`src/rtl/hrkd_pkg.sv`:
```
`default_nettype none
package hrkd_pkg;

	localparam int LEN_BITS_DEF = 16;
	localparam int SIZE_W       = 16;

	localparam logic [7:0] NAL_TYPE_MASK = 8'h7E;
	localparam logic [7:0] FU_TYPE_MASK  = 8'h3F;
	localparam logic [7:0] FU_START_BIT  = 8'h80;

	localparam logic [5:0] TYPE_VPS = 6'd32;
	localparam logic [5:0] TYPE_SPS = 6'd33;
	localparam logic [5:0] TYPE_AP  = 6'd48;
	localparam logic [5:0] TYPE_FU  = 6'd49;

	typedef struct packed {
		logic [7:0] payload_byte;
		logic       last_byte;
		logic [1:0] marking_len;
		logic       fm_start;
		logic       fm_end;
		logic       fm_independent;
		logic       fm_discardable;
		logic       fm_base;
		logic [2:0] fm_tid;
		logic [7:0] fm_lid;
		logic [7:0] fm_tl0_index;
	} in_item_t;

	typedef struct packed {
		logic       desc_valid;
		logic       key_frame;
		logic       start_flag;
		logic       end_flag;
		logic       independent_flag;
		logic       discardable_flag;
		logic       base_flag;
		logic [2:0] temporal_id;
		logic [7:0] layer_id;
		logic [7:0] tl0_index;
		logic [1:0] fields_present;
	} out_item_t;

	typedef struct packed {
		logic key_found;
		logic long_enough;
	} parse_res_t;

	function automatic logic [5:0] nal_type(input logic [7:0] b);
		logic [7:0] m;
		m = (b & NAL_TYPE_MASK) >> 1;
		return m[5:0];
	endfunction

	function automatic logic is_param_set(input logic [5:0] t);
		return (t == TYPE_VPS) || (t == TYPE_SPS);
	endfunction

	function automatic logic fu_starts_param_set(input logic [7:0] b);
		logic [7:0] t;
		t = b & FU_TYPE_MASK;
		return ((b & FU_START_BIT) != 8'h00) && is_param_set(t[5:0]);
	endfunction

endpackage
`default_nettype wire

```
`src/rtl/hevc_rtp_keyframe_detect_top.sv`:
```
// A descriptor is built from a packet's last byte in the input register and held
// in the result register. Throughput: one payload byte per cycle unless
// result_stall blocks it; a descriptor waits in its own register while the next
// byte is taken into the input register. Reset: arst_n clears the parser to the
// first header byte and empties both stages; payload registers are not reset.
`default_nettype none
module hevc_rtp_keyframe_detect_top
	import hrkd_pkg::*;
#(
	parameter int LEN_BITS = LEN_BITS_DEF
) (
	input  wire logic     clk,
	input  wire logic     arst_n,
	input  wire logic     byte_valid,
	output logic          byte_stall,
	input  wire in_item_t byte_item,
	output logic          result_valid,
	input  wire logic     result_stall,
	output out_item_t     result
);

	logic       valid_s1;
	in_item_t   item_s1;
	logic       desc_ready;
	parse_res_t pres;

	assign byte_stall = valid_s1 && !desc_ready;

	always_ff @(posedge clk or negedge arst_n) begin
		if (!arst_n) begin
			valid_s1 <= 1'b0;
		end else if (!byte_stall) begin
			valid_s1 <= byte_valid;
		end
	end

	always_ff @(posedge clk) begin
		if (!byte_stall && byte_valid) begin
			item_s1 <= byte_item;
		end
	end

	hrkd_parser #(
		.LEN_BITS(LEN_BITS)
	) u_parser (
		.clk   (clk),
		.arst_n(arst_n),
		.step  (valid_s1 && desc_ready),
		.data  (item_s1.payload_byte),
		.last  (item_s1.last_byte),
		.res   (pres)
	);

	hrkd_desc u_desc (
		.clk         (clk),
		.arst_n      (arst_n),
		.item_valid  (valid_s1),
		.item        (item_s1),
		.pres        (pres),
		.ready       (desc_ready),
		.result_valid(result_valid),
		.result_stall(result_stall),
		.result      (result)
	);

endmodule
`default_nettype wire

```
`src/rtl/hrkd_parser.sv`:
```
`default_nettype none
module hrkd_parser
	import hrkd_pkg::*;
#(
	parameter int LEN_BITS = LEN_BITS_DEF
) (
	input  wire logic       clk,
	input  wire logic       arst_n,
	input  wire logic       step,
	input  wire logic [7:0] data,
	input  wire logic       last,
	output parse_res_t      res
);

	localparam logic [2:0] PH_FIRST    = 3'd0;
	localparam logic [2:0] PH_SECOND   = 3'd1;
	localparam logic [2:0] PH_SIZE_HI  = 3'd2;
	localparam logic [2:0] PH_SIZE_LO  = 3'd3;
	localparam logic [2:0] PH_UNIT_HDR = 3'd4;
	localparam logic [2:0] PH_SKIP     = 3'd5;
	localparam logic [2:0] PH_FU_HDR   = 3'd6;
	localparam logic [2:0] PH_IDLE     = 3'd7;

	logic [LEN_BITS-1:0] cnt_q, cnt_d;
	logic [5:0]          type_q, type_d;
	logic [2:0]          phase_q, phase_d;
	logic [SIZE_W-1:0]   size_q, size_d;
	logic [SIZE_W-1:0]   skip_q, skip_d;
	logic                key_q, key_d;

	always_comb begin
		phase_d = phase_q;
		type_d  = type_q;
		size_d  = size_q;
		skip_d  = skip_q;
		key_d   = key_q;
		unique case (phase_q)
			PH_FIRST: begin
				type_d = nal_type(data);
				if (is_param_set(type_d)) begin
					key_d = 1'b1;
				end
				phase_d = PH_SECOND;
			end
			PH_SECOND: begin
				if (key_q) begin
					phase_d = PH_IDLE;
				end else if (type_q == TYPE_AP) begin
					phase_d = PH_SIZE_HI;
				end else if (type_q == TYPE_FU) begin
					phase_d = PH_FU_HDR;
				end else begin
					phase_d = PH_IDLE;
				end
			end
			PH_SIZE_HI: begin
				size_d  = SIZE_W'({data, 8'h00});
				phase_d = PH_SIZE_LO;
			end
			PH_SIZE_LO: begin
				size_d  = {size_q[SIZE_W-1:8], data};
				phase_d = PH_UNIT_HDR;
			end
			PH_UNIT_HDR: begin
				if (is_param_set(nal_type(data))) begin
					key_d   = 1'b1;
					phase_d = PH_IDLE;
				end else if (size_q == '0) begin
					size_d  = SIZE_W'({data, 8'h00});
					phase_d = PH_SIZE_LO;
				end else if (size_q == SIZE_W'(1)) begin
					phase_d = PH_SIZE_HI;
				end else begin
					skip_d  = size_q - SIZE_W'(1);
					phase_d = PH_SKIP;
				end
			end
			PH_SKIP: begin
				skip_d = skip_q - SIZE_W'(1);
				if (skip_d == '0) begin
					phase_d = PH_SIZE_HI;
				end
			end
			PH_FU_HDR: begin
				if (fu_starts_param_set(data)) begin
					key_d = 1'b1;
				end
				phase_d = PH_IDLE;
			end
			PH_IDLE: begin
				phase_d = PH_IDLE;
			end
		endcase
	end

	assign cnt_d = (cnt_q != '1) ? cnt_q + LEN_BITS'(1) : cnt_q;

	assign res.key_found   = key_d;
	assign res.long_enough = cnt_d >= LEN_BITS'(2);

	always_ff @(posedge clk or negedge arst_n) begin
		if (!arst_n) begin
			cnt_q   <= '0;
			type_q  <= '0;
			phase_q <= PH_FIRST;
			size_q  <= '0;
			skip_q  <= '0;
			key_q   <= 1'b0;
		end else if (step) begin
			if (last) begin
				cnt_q   <= '0;
				type_q  <= '0;
				phase_q <= PH_FIRST;
				size_q  <= '0;
				skip_q  <= '0;
				key_q   <= 1'b0;
			end else begin
				cnt_q   <= cnt_d;
				type_q  <= type_d;
				phase_q <= phase_d;
				size_q  <= size_d;
				skip_q  <= skip_d;
				key_q   <= key_d;
			end
		end
	end

endmodule
`default_nettype wire

```
`src/rtl/hrkd_desc.sv`:
```
`default_nettype none
module hrkd_desc
	import hrkd_pkg::*;
(
	input  wire logic       clk,
	input  wire logic       arst_n,
	input  wire logic       item_valid,
	input  wire in_item_t   item,
	input  wire parse_res_t pres,
	output logic            ready,
	output logic            result_valid,
	input  wire logic       result_stall,
	output out_item_t       result
);

	out_item_t desc;
	logic      marked;

	assign ready  = !result_valid || !result_stall;
	assign marked = item.marking_len != 2'd0;

	always_comb begin
		desc = '0;
		if (pres.long_enough) begin
			desc.desc_valid = 1'b1;
			desc.key_frame  = pres.key_found || (marked && item.fm_start && item.fm_independent);
			if (marked) begin
				desc.start_flag       = item.fm_start;
				desc.end_flag         = item.fm_end;
				desc.independent_flag = item.fm_independent;
				desc.discardable_flag = item.fm_discardable;
				desc.base_flag        = item.fm_base;
				desc.temporal_id      = item.fm_tid;
				desc.fields_present   = item.marking_len;
				if (item.marking_len >= 2'd2) begin
					desc.layer_id = item.fm_lid;
				end
				if (item.marking_len == 2'd3) begin
					desc.tl0_index = item.fm_tl0_index;
				end
			end
		end
	end

	always_ff @(posedge clk or negedge arst_n) begin
		if (!arst_n) begin
			result_valid <= 1'b0;
		end else if (ready) begin
			result_valid <= item_valid && item.last_byte;
		end
	end

	always_ff @(posedge clk) begin
		if (ready && item_valid && item.last_byte) begin
			result <= desc;
		end
	end

endmodule
`default_nettype wire

```
`config.mk`:
```
export PLATFORM = sky130hd
export DESIGN_NAME = hevc_rtp_keyframe_detect_top
export DESIGN_NICKNAME = d
export VERILOG_FILES = /design/src/rtl/hrkd_pkg.sv /design/src/rtl/hevc_rtp_keyframe_detect_top.sv /design/src/rtl/hrkd_parser.sv /design/src/rtl/hrkd_desc.sv
export SDC_FILE = /design/constraint.sdc
export NUM_CORES = 1
export LEC_CHECK = 0
export ABC_AREA = 1
export BUFFER_PORTS_ARGS = -buffer_cell sky130_fd_sc_hd__clkbuf_2
export CELL_PAD_IN_SITES_DETAIL_PLACEMENT = 1
export CELL_PAD_IN_SITES_GLOBAL_PLACEMENT = 2
export CORE_MARGIN = 2
export CORE_UTILIZATION = 39
export DETAILED_ROUTE_END_ITERATION = 16
export PLACE_DENSITY = 0.86
export SYNTH_ARGS = -nofsm -noshare
export SYNTH_HDL_FRONTEND = slang
export SYNTH_HIERARCHICAL = 1
export SYNTH_SLANG_ARGS = --single-unit
```
`constraint.sdc`:
```
create_clock -name clk -period 5.3 [get_ports clk]
set_input_delay 0.53 -clock clk [delete_from_list [all_inputs] [get_ports clk]]
set_output_delay 0.53 -clock clk [all_outputs]
set_load 0.01 [all_outputs]
```
[Word-level counts from Yosys, hierarchy flattened]
Index checks and enable logic that the tools add are counted.
Cells by class
  add/sub/neg operators: 3
  order comparisons: 2
  equal/unequal tests: 22
  multiplexer cells: 30
  reduce and logical (&&, ||, !) cells: 34
Operators with widths (count)
  $mux W16: 9
  $pmux W16 S3: 1
  $eq A6 B6 Y1 const B: 6
  $logic_not A16 Y1: 2
  $pmux W16 S2: 1
  $sub A16 B1 Y16 const B: 2
  $mux W28: 1
  $mux W26: 1
  $mux W3: 7
  $pmux W3 S7: 1
  $add A16 B1 Y16 const B: 1
  $eq A16 B1 Y1 const B: 1
  $ge A16 B2 Y1 const B: 1
  $mux W8: 2
  $ne A16 B16 Y1 const B: 1
  $eq A3 B3 Y1 const B: 4
  $mux W6: 2
  $reduce_and A5 Y1: 2
  $ne A3 B3 Y1 const B: 3
  $logic_and A1 B1 Y1: 8
  $eq A3 B2 Y1 const B: 2
  $ne A3 B2 Y1 const B: 2
  $reduce_and A2 Y1: 3
  $reduce_and A3 Y1: 2
  14 further kinds: 26
Word-level totals
  flip-flop bits (word level): 123
  input bits: 39
  output and inout bits: 30
  logic and storage cells: 122

[Depth between registers and ports, before layout]
  depth in word-level cells: 7
  mapped depth: 15

[By module]
Netlist, hierarchy kept.
By module, submodules not included
  hrkd_parser: times used 1, cells each 560, area each 3942.5 µm², seq. area each 1451.4 µm²
  hrkd_desc: times used 1, cells each 93, area each 1128.6 µm², seq. area each 865.8 µm²
  hevc_rtp_keyframe_detect_top: times used 1, cells each 44, area each 1116.1 µm², seq. area each 1076.0 µm²

[Worst setup path after synthesis]
No wires, ideal clock.
  path type: in2reg
  start point: in result_stall
  end point: reg u_desc/result[0] (netlist name)
  arrival time: 1900 ps
  data required time: 4877 ps
  path slack: 2978 ps
  stages: 1
  buffers on the path: 0
  cells stage by stage: a21oi_1
Between the ends
  word-level cells in the longest chain between the ends: 4
RTL lines
  from (decl): line hevc_rtp_keyframe_detect_top.sv:18  | input wire logic result_stall,
  $logic_not A1 Y1: line hrkd_desc.sv:19  | assign ready = !result_valid || !result_stall;
  $logic_or A1 B1 Y1: line hrkd_desc.sv:19
  $logic_and A1 B1 Y1 (2 in series): line hrkd_desc.sv:54  | if (ready && item_valid && item.last_byte) begin
No other way between the ends.
A chain may end at the register's enable or synchronous reset.

==> metrics.yaml <==
status: "completed"
rsz0062_at_grt: "false"
slew_viol_final: 0
nets: 821
end_kind: "flop"
first_pass_iters: 4
yosysWarnings: 6
regToRegStartpoint: "u_parser/cnt_q[0]"
synth_cells: 697
path_buf_inv: 1
place_area_um2: 6770
power_w: 0.00380
dieArea_um2: 16900
cts.sinks: 123
wl_per_cell_um: 17.0
drt_iter0_markers: 271
die_y_um: 130
worstSetupStartpointType: "flop"
clockRootBuffer: "clkbuf_16"
r2r_slack_ps: 2450
crit_type: "reg2reg"
setup_viol: 0
core_area_um2: 15700
period_needed_ps: 2850
avgSynthCellArea_um2: 8.88
grt_max_degree: 61
globalplace.congestion: 0.825
synthArstFlopShare_pct: 48.8
cp_top_family: "simple AND/OR/NAND/NOR gates"
grt_usage_pct: 21.7
cts_buffer_depth: 2
port_buffers: 68
cts_hold_buf: 0
synth_area_um2: 6190
numCtsBuffers: 17
hold_viol_final: 0
worst_pin_slew_ps: 1140
ys_seq_elements: 123
reg2regPathDepth: 15
ys_types: 41
irDropWorstVdd_mv: 0.326
die_w_um: 130
cts_tree: "built"
use_met2_pct: 37.9
post-dp-hpwl_um: 12500
critPathMaxStageDelay_ps: 400
crit_end: "u_desc/result[25]"
synth-edff-count: 63
place_ws_ps: 2460
crit_fanout: 10
drive_above_1_share_pct: 18.4
clk_latency_ps: 430
design_area_um2: 7340
ctsResizeCount: 0
ys_seq_area_share_pct: 54.8
cpMaxStageDelayCell: "dfrtp_1"
synth_top_flop_cell: "edfxtp_1"
post_cts_buffers: 0
period_share_pct: 53.8
slew_headroom_pct: 23.6
drt-total-wl_um: 17100
p_leak_nw: 3.39
met3_usage_pct: 5.00
timing.setup.tns_ps: 0
grt_pass1_wl_um: 27600
cp_cell_sequence: "ha_1 > nand2_1 > nor2_1 > nand3_1 > nor2_2 > nand2_1 > nand2_1 > xor2_1 > nand2_1 > nor2_1 > nand3_1 > nand2_4 > nand2_2 > inv_2 > nor2_1"
h-tree-depth: 4
synth_nets: 742
max_freq_mhz: 350
crit_path_start: "u_parser/cnt_q[0]"
fp-row-count: 46
required_ps: 5480
worst_slack_ps: 2450
detail-route-antenna-nets: 0
io_pins: 69
n_antenna_cell: 0
crit_cells: 15
start_util_pct: 39.4
grt_pass1_vias: 5486
cp.arrival_ps: 3030
syn_to_final_growth_pct: 18.6
worst_hold_slack_ps: 273
via_per_inst: 5.04
antenna_found_initial: 0
drc_errors: 0
max-cap-violations: 0
clock_skew_ps: 5.63
hold_class: "in2reg"
cts.clk_slew.worst_paths_ps: 60
grt_overflow: 0
p_per_area_nw_per_um2: 518
cpMostUsedCell: "nand2_1"
grt.busiest_layer: "met2"
r2r-end: "u_desc/result[25]"
use_met1_pct: 25.6
vias: 5068
[worst min-delay path by stage]
stage / end / cells past startpoint / startpoint
finish: item_s1[20] / 1 / byte_item[20]
detailed placement: u_parser/type_q[4] / 2 / u_parser/type_q[4]
global route: item_s1[29] / 1 / byte_item[29]
global placement: u_parser/type_q[5] / 2 / u_parser/type_q[5]
floorplan: u_desc/result_valid / 0 / arst_n
CTS: item_s1[26] / 1 / byte_item[26]
[logic make-up after synthesis]
| logic type | after synthesis | synth area share [%] |
|---|---|---|
| adder cells (fa/ha/maj) | 6 | 1.21 |
| AO/OA/AOI/OAI | 110 | 11.3 |
| buffers and inverters | 132 | 8.29 |
| flip-flops | 123 | 54.8 |
| AND/OR/NAND/NOR | 315 | 22.8 |
| XOR/XNOR | 11 | 1.56 |
[registers in the layout, indices dropped and copies added, names as in the netlist]
register	cells
item_s1	35
u_desc/result	28
u_desc/result_valid	1
u_parser/cnt_q	16
u_parser/key_q	1
u_parser/phase_q	3
u_parser/size_q	16
u_parser/skip_q	16
u_parser/type_q	6
valid_s1	1
[through the flow]
step	cells	util, %
2_1_floorplan	697	-
3_5_place_dp	973	43.1
3_3_place_gp	973	43.1
4_1_cts	1005	46.7
5_1_grt	1005	46.7
6_report	1005	46.7
[power breakdown]
group	leakage, nW	internal, W	switching (W)	total (W)
registers	1.40	0.00121	0.000138	0.00134
logic	1.72	0.000430	0.000909	0.00134
clock network	0.265	0.000651	0.000463	0.00111
total	3.39	0.00229	0.00151	0.00380
[final cells by class]
| type | count | area, µm² |
|---|---|---|
| Fill cell | 1881 | 8380 |
| Sequential cell | 123 | 3390 |
| Multi-Input combinational cell | 442 | 2290 |
| Inverter | 122 | 459 |
| Clock buffer | 17 | 425 |
| Timing Repair Buffer | 70 | 355 |
| Tap cell | 216 | 270 |
| Clock inverter | 15 | 141 |
[layout by cell type, fill, tap and decap left out, types with 2 or more instances in the layout]
cell / count
nor2_1: 92
clkbuf_2: 68
clkbuf_16: 17
clkinvlp_4: 5
nand3_1: 49
a21oi_1: 14
nor2_2: 5
nand2_2: 5
inv_6: 4
a21oi_4: 2
xnor2_1: 3
inv_1: 115
o21ai_0: 43
clkinv_4: 2
ha_1: 6
clkinv_2: 3
nand2_4: 5
dfrtp_1: 60
nand2_1: 137
nor2_4: 2
edfxtp_1: 63
xor2_1: 8
o22ai_2: 8
o22ai_1: 35
inv_2: 5
buf_4: 2
nor3_1: 8
nand4_1: 3
nand3_2: 3
o21ai_2: 2
[cell usage after synthesis, types with 6 or more instances]
library cell | n | area (µm²)
nand2_1 | 137 | 514
inv_1 | 115 | 432
nor2_1 | 92 | 345
edfxtp_1 | 63 | 1890
dfrtp_1 | 60 | 1500
nand3_1 | 49 | 245
o21ai_0 | 43 | 215
o22ai_1 | 35 | 219
a21oi_1 | 15 | 75.1
nor3_1 | 8 | 40.0
o22ai_2 | 8 | 100
xor2_1 | 8 | 70.1
clkbuf_1 | 6 | 22.5
ha_1 | 6 | 75.1
[per-layer routing]
metal / vias up / routed length [µm]
met5: - / 0
met4: 0 / 442
met3: 33 / 680
met2: 93 / 8870
met1: 2491 / 7100
li1: 2451 / -
Power figures use the tool's default switching activity.
